`config.mk`:
```
export PLATFORM = sky130hd
export DESIGN_NAME = ignition_packet_decoder_core
export DESIGN_NICKNAME = d
export VERILOG_FILES = /design/src/rtl/ipd_pkg.sv /design/src/rtl/ipd_cell.sv /design/src/rtl/ipd_decode.sv /design/src/rtl/ignition_packet_decoder_core.sv
export SDC_FILE = /design/constraint.sdc
export NUM_CORES = 1
export LEC_CHECK = 0
export ABC_AREA = 1
export BUFFER_PORTS_ARGS = -buffer_cell sky130_fd_sc_hd__buf_2
export CELL_PAD_IN_SITES_DETAIL_PLACEMENT = 0
export CELL_PAD_IN_SITES_GLOBAL_PLACEMENT = 1
export CORE_ASPECT_RATIO = 1.1
export CORE_UTILIZATION = 47
export DETAILED_ROUTE_END_ITERATION = 10
export PLACE_DENSITY = 0.9
export SLEW_MARGIN = 10
export SYNTH_ARGS = -nofsm -noshare
export SYNTH_HDL_FRONTEND = slang
export SYNTH_SLANG_ARGS = --single-unit
export TNS_END_PERCENT = 1
```
`constraint.sdc`:
```
create_clock -name clk -period 6.6 [get_ports clk]
set_clock_uncertainty 0.1 [all_clocks]
set_input_delay 0.66 -clock clk [delete_from_list [all_inputs] [get_ports clk]]
set_output_delay 0.66 -clock clk [all_outputs]
set_load 0.02 [all_outputs]
```
`src/rtl/ipd_pkg.sv`:
```
// ----------------------------------------------------------------------------
// ipd_pkg
// Shared types, byte codes and the ASCII hex nibble helper for the ignition
// packet decoder.
// ----------------------------------------------------------------------------
package ipd_pkg;

	localparam int unsigned WIN_DEPTH = 4;
	localparam int unsigned CNT_W     = 3;

	localparam logic [7:0] PAD_BYTE = 8'h24;
	localparam logic [7:0] TERM_SP  = 8'h20;
	localparam logic [7:0] TERM_CR  = 8'h0D;
	localparam logic [7:0] TUNE_ON  = 8'h31;

	localparam logic [7:0] CMD_RPM  = 8'h30;
	localparam logic [7:0] CMD_ADV  = 8'h31;
	localparam logic [7:0] CMD_PRES = 8'h32;
	localparam logic [7:0] CMD_TEMP = 8'h33;
	localparam logic [7:0] CMD_TUNE = 8'h34;
	localparam logic [7:0] CMD_CUR  = 8'h35;
	localparam logic [7:0] CMD_VOLT = 8'h41;

	typedef enum logic [2:0] {
		QTY_RPM  = 3'd0,
		QTY_ADV  = 3'd1,
		QTY_PRES = 3'd2,
		QTY_TEMP = 3'd3,
		QTY_TUNE = 3'd4,
		QTY_CUR  = 3'd5,
		QTY_VOLT = 3'd6
	} qty_t;

	// per-cell load controls
	typedef struct packed {
		logic load;
		logic shift;
	} cell_ctrl_t;

	// decoded packet
	typedef struct packed {
		logic               hit;
		qty_t               qty;
		logic signed [14:0] value;
		logic [7:0]         code;
	} dec_res_t;

	// non-hex characters count as zero
	function automatic logic [3:0] nib_of(input logic [7:0] c);
		logic [3:0] n;
		n = 4'd0;
		if (c >= 8'h30 && c <= 8'h39) begin
			n = 4'(c - 8'h30);
		end else if (c >= 8'h41 && c <= 8'h46) begin
			n = 4'(c - 8'h37);
		end else if (c >= 8'h61 && c <= 8'h66) begin
			n = 4'(c - 8'h57);
		end
		return n;
	endfunction

endpackage

```
`src/rtl/ipd_cell.sv`:
```
// ----------------------------------------------------------------------------
// ipd_cell
// One byte slot of the receive window. Takes the new byte when it is the
// next free slot, or its right neighbor's byte when the window slides.
// ----------------------------------------------------------------------------
module ipd_cell
	import ipd_pkg::*;
(
	input  logic       clk,
	input  cell_ctrl_t ctrl,
	input  logic [7:0] new_byte,
	input  logic [7:0] next_byte,
	output logic [7:0] byte_q
);

	always_ff @(posedge clk) begin
		if (ctrl.load) begin
			byte_q <= new_byte;
		end else if (ctrl.shift) begin
			byte_q <= next_byte;
		end
	end

endmodule

```
`src/rtl/ipd_decode.sv`:
```
// ----------------------------------------------------------------------------
// ipd_decode
// Turns the command, msb and lsb characters of a packet into a quantity
// code, a scaled value and the raw byte.
// ----------------------------------------------------------------------------
module ipd_decode
	import ipd_pkg::*;
(
	input  logic [7:0] cmd,
	input  logic [7:0] msb,
	input  logic [7:0] lsb,
	input  logic       sim_active,
	output dec_res_t   res
);

	logic [3:0]  hi;
	logic [3:0]  lo;
	logic [7:0]  code;
	logic [13:0] rpm_v;
	logic [15:0] cur_p;
	logic [18:0] vol_p;

	assign hi    = nib_of(msb);
	assign lo    = nib_of(lsb);
	assign code  = {hi, lo};
	assign rpm_v = {10'd0, hi} * 14'd800 + {10'd0, lo} * 14'd50;
	// scale by 185/16 and 1410/64, truncate
	assign cur_p = {8'd0, code} * 16'd185;
	assign vol_p = {11'd0, code} * 19'd1410;

	always_comb begin
		res.hit   = 1'b1;
		res.qty   = QTY_RPM;
		res.value = '0;
		res.code  = code;
		unique case (cmd)
			CMD_RPM: begin
				res.hit   = ~sim_active;
				res.value = $signed({1'b0, rpm_v});
			end
			CMD_ADV: begin
				res.qty   = QTY_ADV;
				res.value = $signed({6'd0, code, 1'b0});
			end
			CMD_PRES: begin
				res.qty   = QTY_PRES;
				res.value = $signed({7'd0, code});
			end
			CMD_TEMP: begin
				res.qty   = QTY_TEMP;
				res.value = $signed({7'd0, code}) - 15'sd30;
			end
			CMD_TUNE: begin
				res.qty   = QTY_TUNE;
				res.value = $signed({14'd0, lsb == TUNE_ON});
			end
			CMD_CUR: begin
				res.qty   = QTY_CUR;
				res.value = $signed({3'd0, cur_p[15:4]});
			end
			CMD_VOLT: begin
				res.qty   = QTY_VOLT;
				res.value = $signed({2'd0, vol_p[18:6]});
			end
			default: begin
				res.hit = 1'b0;
			end
		endcase
	end

endmodule

```
`src/rtl/ignition_packet_decoder_core.sv`:
```
// ----------------------------------------------------------------------------
// ignition_packet_decoder_core
// Takes one received link byte per cycle and decodes five-byte ASCII packets
// (command, msb, lsb, check, terminator). Padding 0x24 is dropped; a clear
// beat empties the window. The window is a row of four byte cells; a fifth
// byte that is not a terminator slides the row by one to resync. On a good
// terminator the packet is decoded in the same cycle and the result appears
// on the result port in the next cycle, held in a single output register. A
// byte beat is accepted every cycle unless that register holds a result that
// is being stalled.
// ----------------------------------------------------------------------------
module ignition_packet_decoder_core
	import ipd_pkg::*;
(
	input  logic               clk,
	input  logic               arst_n,
	input  logic               rx_valid,
	output logic               rx_stall,
	input  logic               op,
	input  logic [7:0]         data_byte,
	input  logic               sim_active,
	output logic               res_valid,
	input  logic               res_stall,
	output logic [2:0]         quantity,
	output logic signed [14:0] value,
	output logic [7:0]         raw_code
);

	logic [CNT_W-1:0] count_q;
	logic [7:0]       win [WIN_DEPTH];
	cell_ctrl_t       ctrl [WIN_DEPTH];
	logic             acc;
	logic             byte_ev;
	logic             full;
	logic             is_term;
	logic             append;
	logic             slide;
	logic             fire;
	logic             res_valid_q;
	qty_t             qty_q;
	logic signed [14:0] value_q;
	logic [7:0]       code_q;
	dec_res_t         dec;

	assign rx_stall = res_valid_q & res_stall;
	assign acc      = rx_valid & ~rx_stall;
	assign byte_ev  = acc & ~op & (data_byte != PAD_BYTE);
	assign full     = (count_q == CNT_W'(WIN_DEPTH));
	assign is_term  = (data_byte == TERM_SP) || (data_byte == TERM_CR);
	assign append   = byte_ev & ~full;
	assign slide    = byte_ev & full & ~is_term;
	assign fire     = byte_ev & full & is_term;

	for (genvar i = 0; i < WIN_DEPTH; i++) begin : g_cell
		assign ctrl[i].load  = append & (count_q == CNT_W'(i));
		assign ctrl[i].shift = slide;
		if (i == WIN_DEPTH - 1) begin : g_tail
			ipd_cell u_cell (
				.clk       (clk),
				.ctrl      (ctrl[i]),
				.new_byte  (data_byte),
				.next_byte (data_byte),
				.byte_q    (win[i])
			);
		end else begin : g_body
			ipd_cell u_cell (
				.clk       (clk),
				.ctrl      (ctrl[i]),
				.new_byte  (data_byte),
				.next_byte (win[i+1]),
				.byte_q    (win[i])
			);
		end
	end

	ipd_decode u_decode (
		.cmd        (win[0]),
		.msb        (win[1]),
		.lsb        (win[2]),
		.sim_active (sim_active),
		.res        (dec)
	);

	always_ff @(posedge clk or negedge arst_n) begin
		if (!arst_n) begin
			count_q <= '0;
		end else if (acc && op) begin
			count_q <= '0;
		end else if (fire) begin
			count_q <= '0;
		end else if (append) begin
			count_q <= count_q + CNT_W'(1);
		end
	end

	always_ff @(posedge clk or negedge arst_n) begin
		if (!arst_n) begin
			res_valid_q <= 1'b0;
		end else if (!res_valid_q || !res_stall) begin
			res_valid_q <= fire & dec.hit;
		end
	end

	// payload: hold while stalled
	always_ff @(posedge clk) begin
		if (fire && dec.hit) begin
			qty_q   <= dec.qty;
			value_q <= dec.value;
			code_q  <= dec.code;
		end
	end

	assign res_valid = res_valid_q;
	assign quantity  = qty_q;
	assign value     = value_q;
	assign raw_code  = code_q;

	a_count_range: assert property (@(posedge clk) disable iff (!arst_n)
		count_q <= CNT_W'(WIN_DEPTH))
		else $error("window count out of range");

	a_fire_empties: assert property (@(posedge clk) disable iff (!arst_n)
		fire |=> count_q == '0)
		else $error("window not emptied after packet");

	a_slide_full: assert property (@(posedge clk) disable iff (!arst_n)
		slide |=> count_q == CNT_W'(WIN_DEPTH))
		else $error("window lost fill on slide");

	a_res_from_fire: assert property (@(posedge clk) disable iff (!arst_n)
		$rose(res_valid_q) |-> $past(fire))
		else $error("result without terminated packet");

	a_res_qty: assert property (@(posedge clk) disable iff (!arst_n)
		res_valid_q |-> quantity != 3'd7)
		else $error("bad quantity code");

endmodule
```
==> results.txt <==
----------------------------------------------------
[Floorplanning]
  Die area ... between 0.01 and 0.015 mm²
  Chip Width ... approximately 110 µm
  Placement row count ... 44
  Top-Level Pins ... 42
  CORE AREA ... approximately 0.013 mm²
  Die Y-Extent ... 126 µm
  Initial Util ... 48.8%

[CTS]
  Post-cts sizing count ... 0
  Number of buffers added for setup after CTS ... 0
  CTS Root Cell ... sky130_fd_sc_hd__clkbuf_16
  H-tree level count ... 3
  Cts hold-fix bufs ... 0
  Clock Sinks ... 62
  Clock latency on the worst-skew pair ... 340 ps
  CTS max path bufs ... 2
  CTS Buf Count ... 9
  CTS tree ... built
  Post-CTS clock slew at the launch and capture registers of the worst setup and hold paths ... 70 ps

[Finish]
  Nets@finish ... 985
  Post-route cell area ... 0.00724 mm²
  Area of the multi-input gates ... approximately 0.004 mm²
  Sequential Area ... 0.00184 mm²
  Final core utilization ... roughly 54%
  Number of diodes added for antenna fixing ... 0
  Layout-stage area growth over the synthesis result ... 10.8%
  Fraction of layout cells with a size suffix above 1 ... 14.9%
  Filler Cells Inserted ... 1299

[Routing]
  Routed wire length per instance ... 14.9 µm
  DRT iter0 DRCs ... between 200 and 250
  Total Wirelength ... between 15000 and 20000 µm
  Routed vias/inst ... slightly above 5
  Antenna viol nets, final ... 0
  1st-pass router iterations ... 5
  Routed via count ... 5306
  Residual DRC ... 0

[Logic synthesis]
  Flip-flop and latch count after synthesis ... 62
  Proportion of netlist area held by the largest area contributor ... 26.7%
  Cell types with the largest area share after synthesis ... sky130_fd_sc_hd__edfxtp_1, sky130_fd_sc_hd__ha_1, sky130_fd_sc_hd__nand2_1, sky130_fd_sc_hd__inv_1, sky130_fd_sc_hd__fa_1
  Synthesized area per cell ... 8.24 µm²
  Async set or reset register ratio after synthesis ... around 6.5%
  Cell type with the largest total area after synthesis ... sky130_fd_sc_hd__edfxtp_1
  Synthesized area ... 0.00653 mm²
  Post-synth EDFFs ... just under 60
  Seq/Total Area, Yosys ... between 20% and 30%
  Count of mapped cells out of synthesis ... 793
  Total of warnings raised by yosys ... 0
  Synth Net Count ... 935
  Ys flop type ... sky130_fd_sc_hd__edfxtp_1
  Netlist cell types ... 42

[Power and ir drop]
  Max rail drop VDD ... 0.150 mV
  Static Leakage ... approximately 3.8 nW
  Power density normalized to cell area ... 162 mW/mm²
  Total power after layout ... 1.17 mW

[STA]
  Max-slew violation total from the final report ... 0
  Setup violators final ... 0
  Worst-case setup margin in the final layout ... 1330 ps
  Count of endpoints failing hold in the final timing report ... 0
  Peak clock frequency supported by timing ... between 150 and 200 MHz
  Unrepaired setup endpoints after global routing ... no
  Final worst path period need ... 5270 ps
  Part of the cycle the worst path needs ... 79.8%
  Slew HR ... roughly a quarter
  Actual slew at the worst max-slew pin ... 1130 ps
  Sum of negative setup slack ... 0 ps

[Worst setup path]
  Critical path's top delay family ... adder cells
  CP Class ... reg -> reg
  Crit path required time ... 6590 ps
  Type of destination of the critical path ... register
  Worst path bufs/invs ... 5
  Worst setup SP type ... register
  Critical Path Fanout Max ... 8
  Slowest CP cell ... sky130_fd_sc_hd__fa_1
  Arrival @ worst endpoint ... 5260 ps
  Longest individual stage delay on the worst path ... 540 ps

[GRT]
  Vias in the first global route ... between 5000 and 6000
  Overall fraction of global-route tracks in use ... 23.1%
  Busiest layer in global routing ... met2
  Met1 GRT Util ... about a quarter
  Residual overflow from global routing ... 0
  Antenna violations before repair ... 0
  Wire length of the first global-routing pass ... 25200 µm
  Largest net degree at the start of global routing ... 27
  GR Layer Usage met3 ... 3.13%
  GR met2 Demand/Resource ... 41.1%

[Place]
  Instance area at placement ... 0.00695 mm²
  Post-detail-place hpwl ... 12700 µm
  Worst slack at placement ... 1270 ps
  Count of port buffers added during placement ... 41
  Final weighted congestion of routability-driven global placement ... 0.871

[Outcome]
  Result of the run ... complete, no violations

[Job]
  Max cap viols ... 0

[Worst hold path]
  Path class of the lowest-slack min-delay path ... in -> async

----------------------------------------------------
==> layout make-up <==
cell class	instances	share of cell area, %
Clock buffer	9	3.11
Sequential cell	62	25.5
Tap cell	184	3.18
Multi-Input combinational cell	582	56.8
Timing Repair Buffer	44	3.15
Inverter	144	7.49
Clock inverter	7	0.865
==> cells in the mapped netlist (all sizes together) (6+ instances only) <==
cell type,n
nand2,193
inv,143
ha,104
nand3,68
nor2,60
edfxtp,58
o21ai,46
fa,24
a21oi,23
nand4,15
nand3b,8
o21bai,6
or2,6
==> report_power, final <==
group          switching (mW)  total (mW)  internal [mW]
Sequential             0.0201       0.477          0.457
Clock                   0.201       0.464          0.263
Combinational           0.151       0.230         0.0791
==> cell families (layout without fill, tap and decap cells) <==
group | after synthesis | in the layout | synth area share (%)
buf+inv | 149 | 204 | 8.93
flops | 62 | 62 | 28.2
simple gates | 359 | 359 | 27.1
compound gates | 87 | 87 | 7.47
xor+xnor | 8 | 8 | 1.07
fa+ha+maj | 128 | 128 | 27.3
==> metrics by stage <==
step | hold slack, ps | instances
2_1_floorplan | 264 | 793
3_5_place_dp | 371 | 1016
3_3_place_gp | 370 | 1016
6_report | 9.99 | 1032
4_1_cts | 7.87 | 1032
5_1_grt | 12.4 | 1032
==> routing by layer <==
metal | share of wire (%) | vias to the layer above
li1 | - | 2719
met1 | 41 | 2422
met2 | 50 | 118
met3 | 3.5 | 47
met4 | 5.5 | 0
met5 | 0 | -
==> registers in the layout, indices dropped and copies added (netlist names) <==
name,count
value,15
g_cell.g_body.u_cell.byte_q,24
raw_code,8
count_q,3
res_valid,1
quantity,3
g_cell.g_tail.u_cell.byte_q,8
==> worst reg2reg max path, stage by stage (launching register included) <==
cell and delay [ps]:
sky130_fd_sc_hd__edfxtp_1 490, sky130_fd_sc_hd__inv_1 110, sky130_fd_sc_hd__ha_1 190, sky130_fd_sc_hd__inv_1 130, sky130_fd_sc_hd__nand3_2 110, sky130_fd_sc_hd__nor2_2 130
sky130_fd_sc_hd__nor2_4 70, sky130_fd_sc_hd__nand2_2 80, sky130_fd_sc_hd__nand2_2 80, sky130_fd_sc_hd__nand2_1 130, sky130_fd_sc_hd__inv_1 200, sky130_fd_sc_hd__ha_1 340
sky130_fd_sc_hd__inv_1 50, sky130_fd_sc_hd__fa_1 500, sky130_fd_sc_hd__fa_1 520, sky130_fd_sc_hd__fa_1 540, sky130_fd_sc_hd__inv_1 40, sky130_fd_sc_hd__ha_1 350
sky130_fd_sc_hd__nand2_1 110, sky130_fd_sc_hd__nand3_1 120, sky130_fd_sc_hd__nand2_1 80, sky130_fd_sc_hd__nand2_1 80, sky130_fd_sc_hd__nand2_1 50, sky130_fd_sc_hd__nand3_1 110
sky130_fd_sc_hd__nand3_1 100, sky130_fd_sc_hd__nor2_1 120, sky130_fd_sc_hd__nand3_1 90
==> cell usage in the layout (no fill, tap or decap), types with 3 or more instances in the layout <==
cell,netlist,final
sky130_fd_sc_hd__nand3_2,8,8
sky130_fd_sc_hd__a21o_1,4,4
sky130_fd_sc_hd__xor2_1,5,5
sky130_fd_sc_hd__buf_2,0,41
sky130_fd_sc_hd__nor3_2,3,3
sky130_fd_sc_hd__inv_2,12,12
sky130_fd_sc_hd__ha_1,104,104
sky130_fd_sc_hd__edfxtp_1,58,58
sky130_fd_sc_hd__o21ai_1,3,3
sky130_fd_sc_hd__xnor2_1,3,3
sky130_fd_sc_hd__nand2_2,15,15
sky130_fd_sc_hd__inv_1,131,131
sky130_fd_sc_hd__nand3_1,58,58
sky130_fd_sc_hd__nand2_4,4,4
sky130_fd_sc_hd__nor2_4,9,9
sky130_fd_sc_hd__nor2_1,49,49
sky130_fd_sc_hd__inv_6,0,5
sky130_fd_sc_hd__buf_4,2,3
sky130_fd_sc_hd__clkbuf_16,0,9
sky130_fd_sc_hd__a21oi_1,22,22
sky130_fd_sc_hd__o21bai_1,5,5
sky130_fd_sc_hd__nand4_1,15,15
sky130_fd_sc_hd__dfrtp_1,4,4
sky130_fd_sc_hd__a31oi_1,5,5
sky130_fd_sc_hd__fa_1,24,24
sky130_fd_sc_hd__o21ai_0,41,41
sky130_fd_sc_hd__nand2_1,174,174
sky130_fd_sc_hd__nand3b_1,8,8
sky130_fd_sc_hd__or2_2,5,5
==> final timing paths <==
check	from	endpoint	slack, ps	cells past startpoint
max	g_cell[2].g_body.u_cell.byte_q[1]	value[7]	1330	26
max reg2reg	g_cell[2].g_body.u_cell.byte_q[1]	value[7]	1330	26
min	arst_n	count_q[0]	10	1
min in group clk	data_byte[1]	g_cell[3].g_tail.u_cell.byte_q[1]	410	1
max in group asynchronous	arst_n	res_valid	6270	1
min reg2reg	g_cell[3].g_tail.u_cell.byte_q[2]	g_cell[2].g_body.u_cell.byte_q[2]	430	2
(Power assumes the default switching activity.)
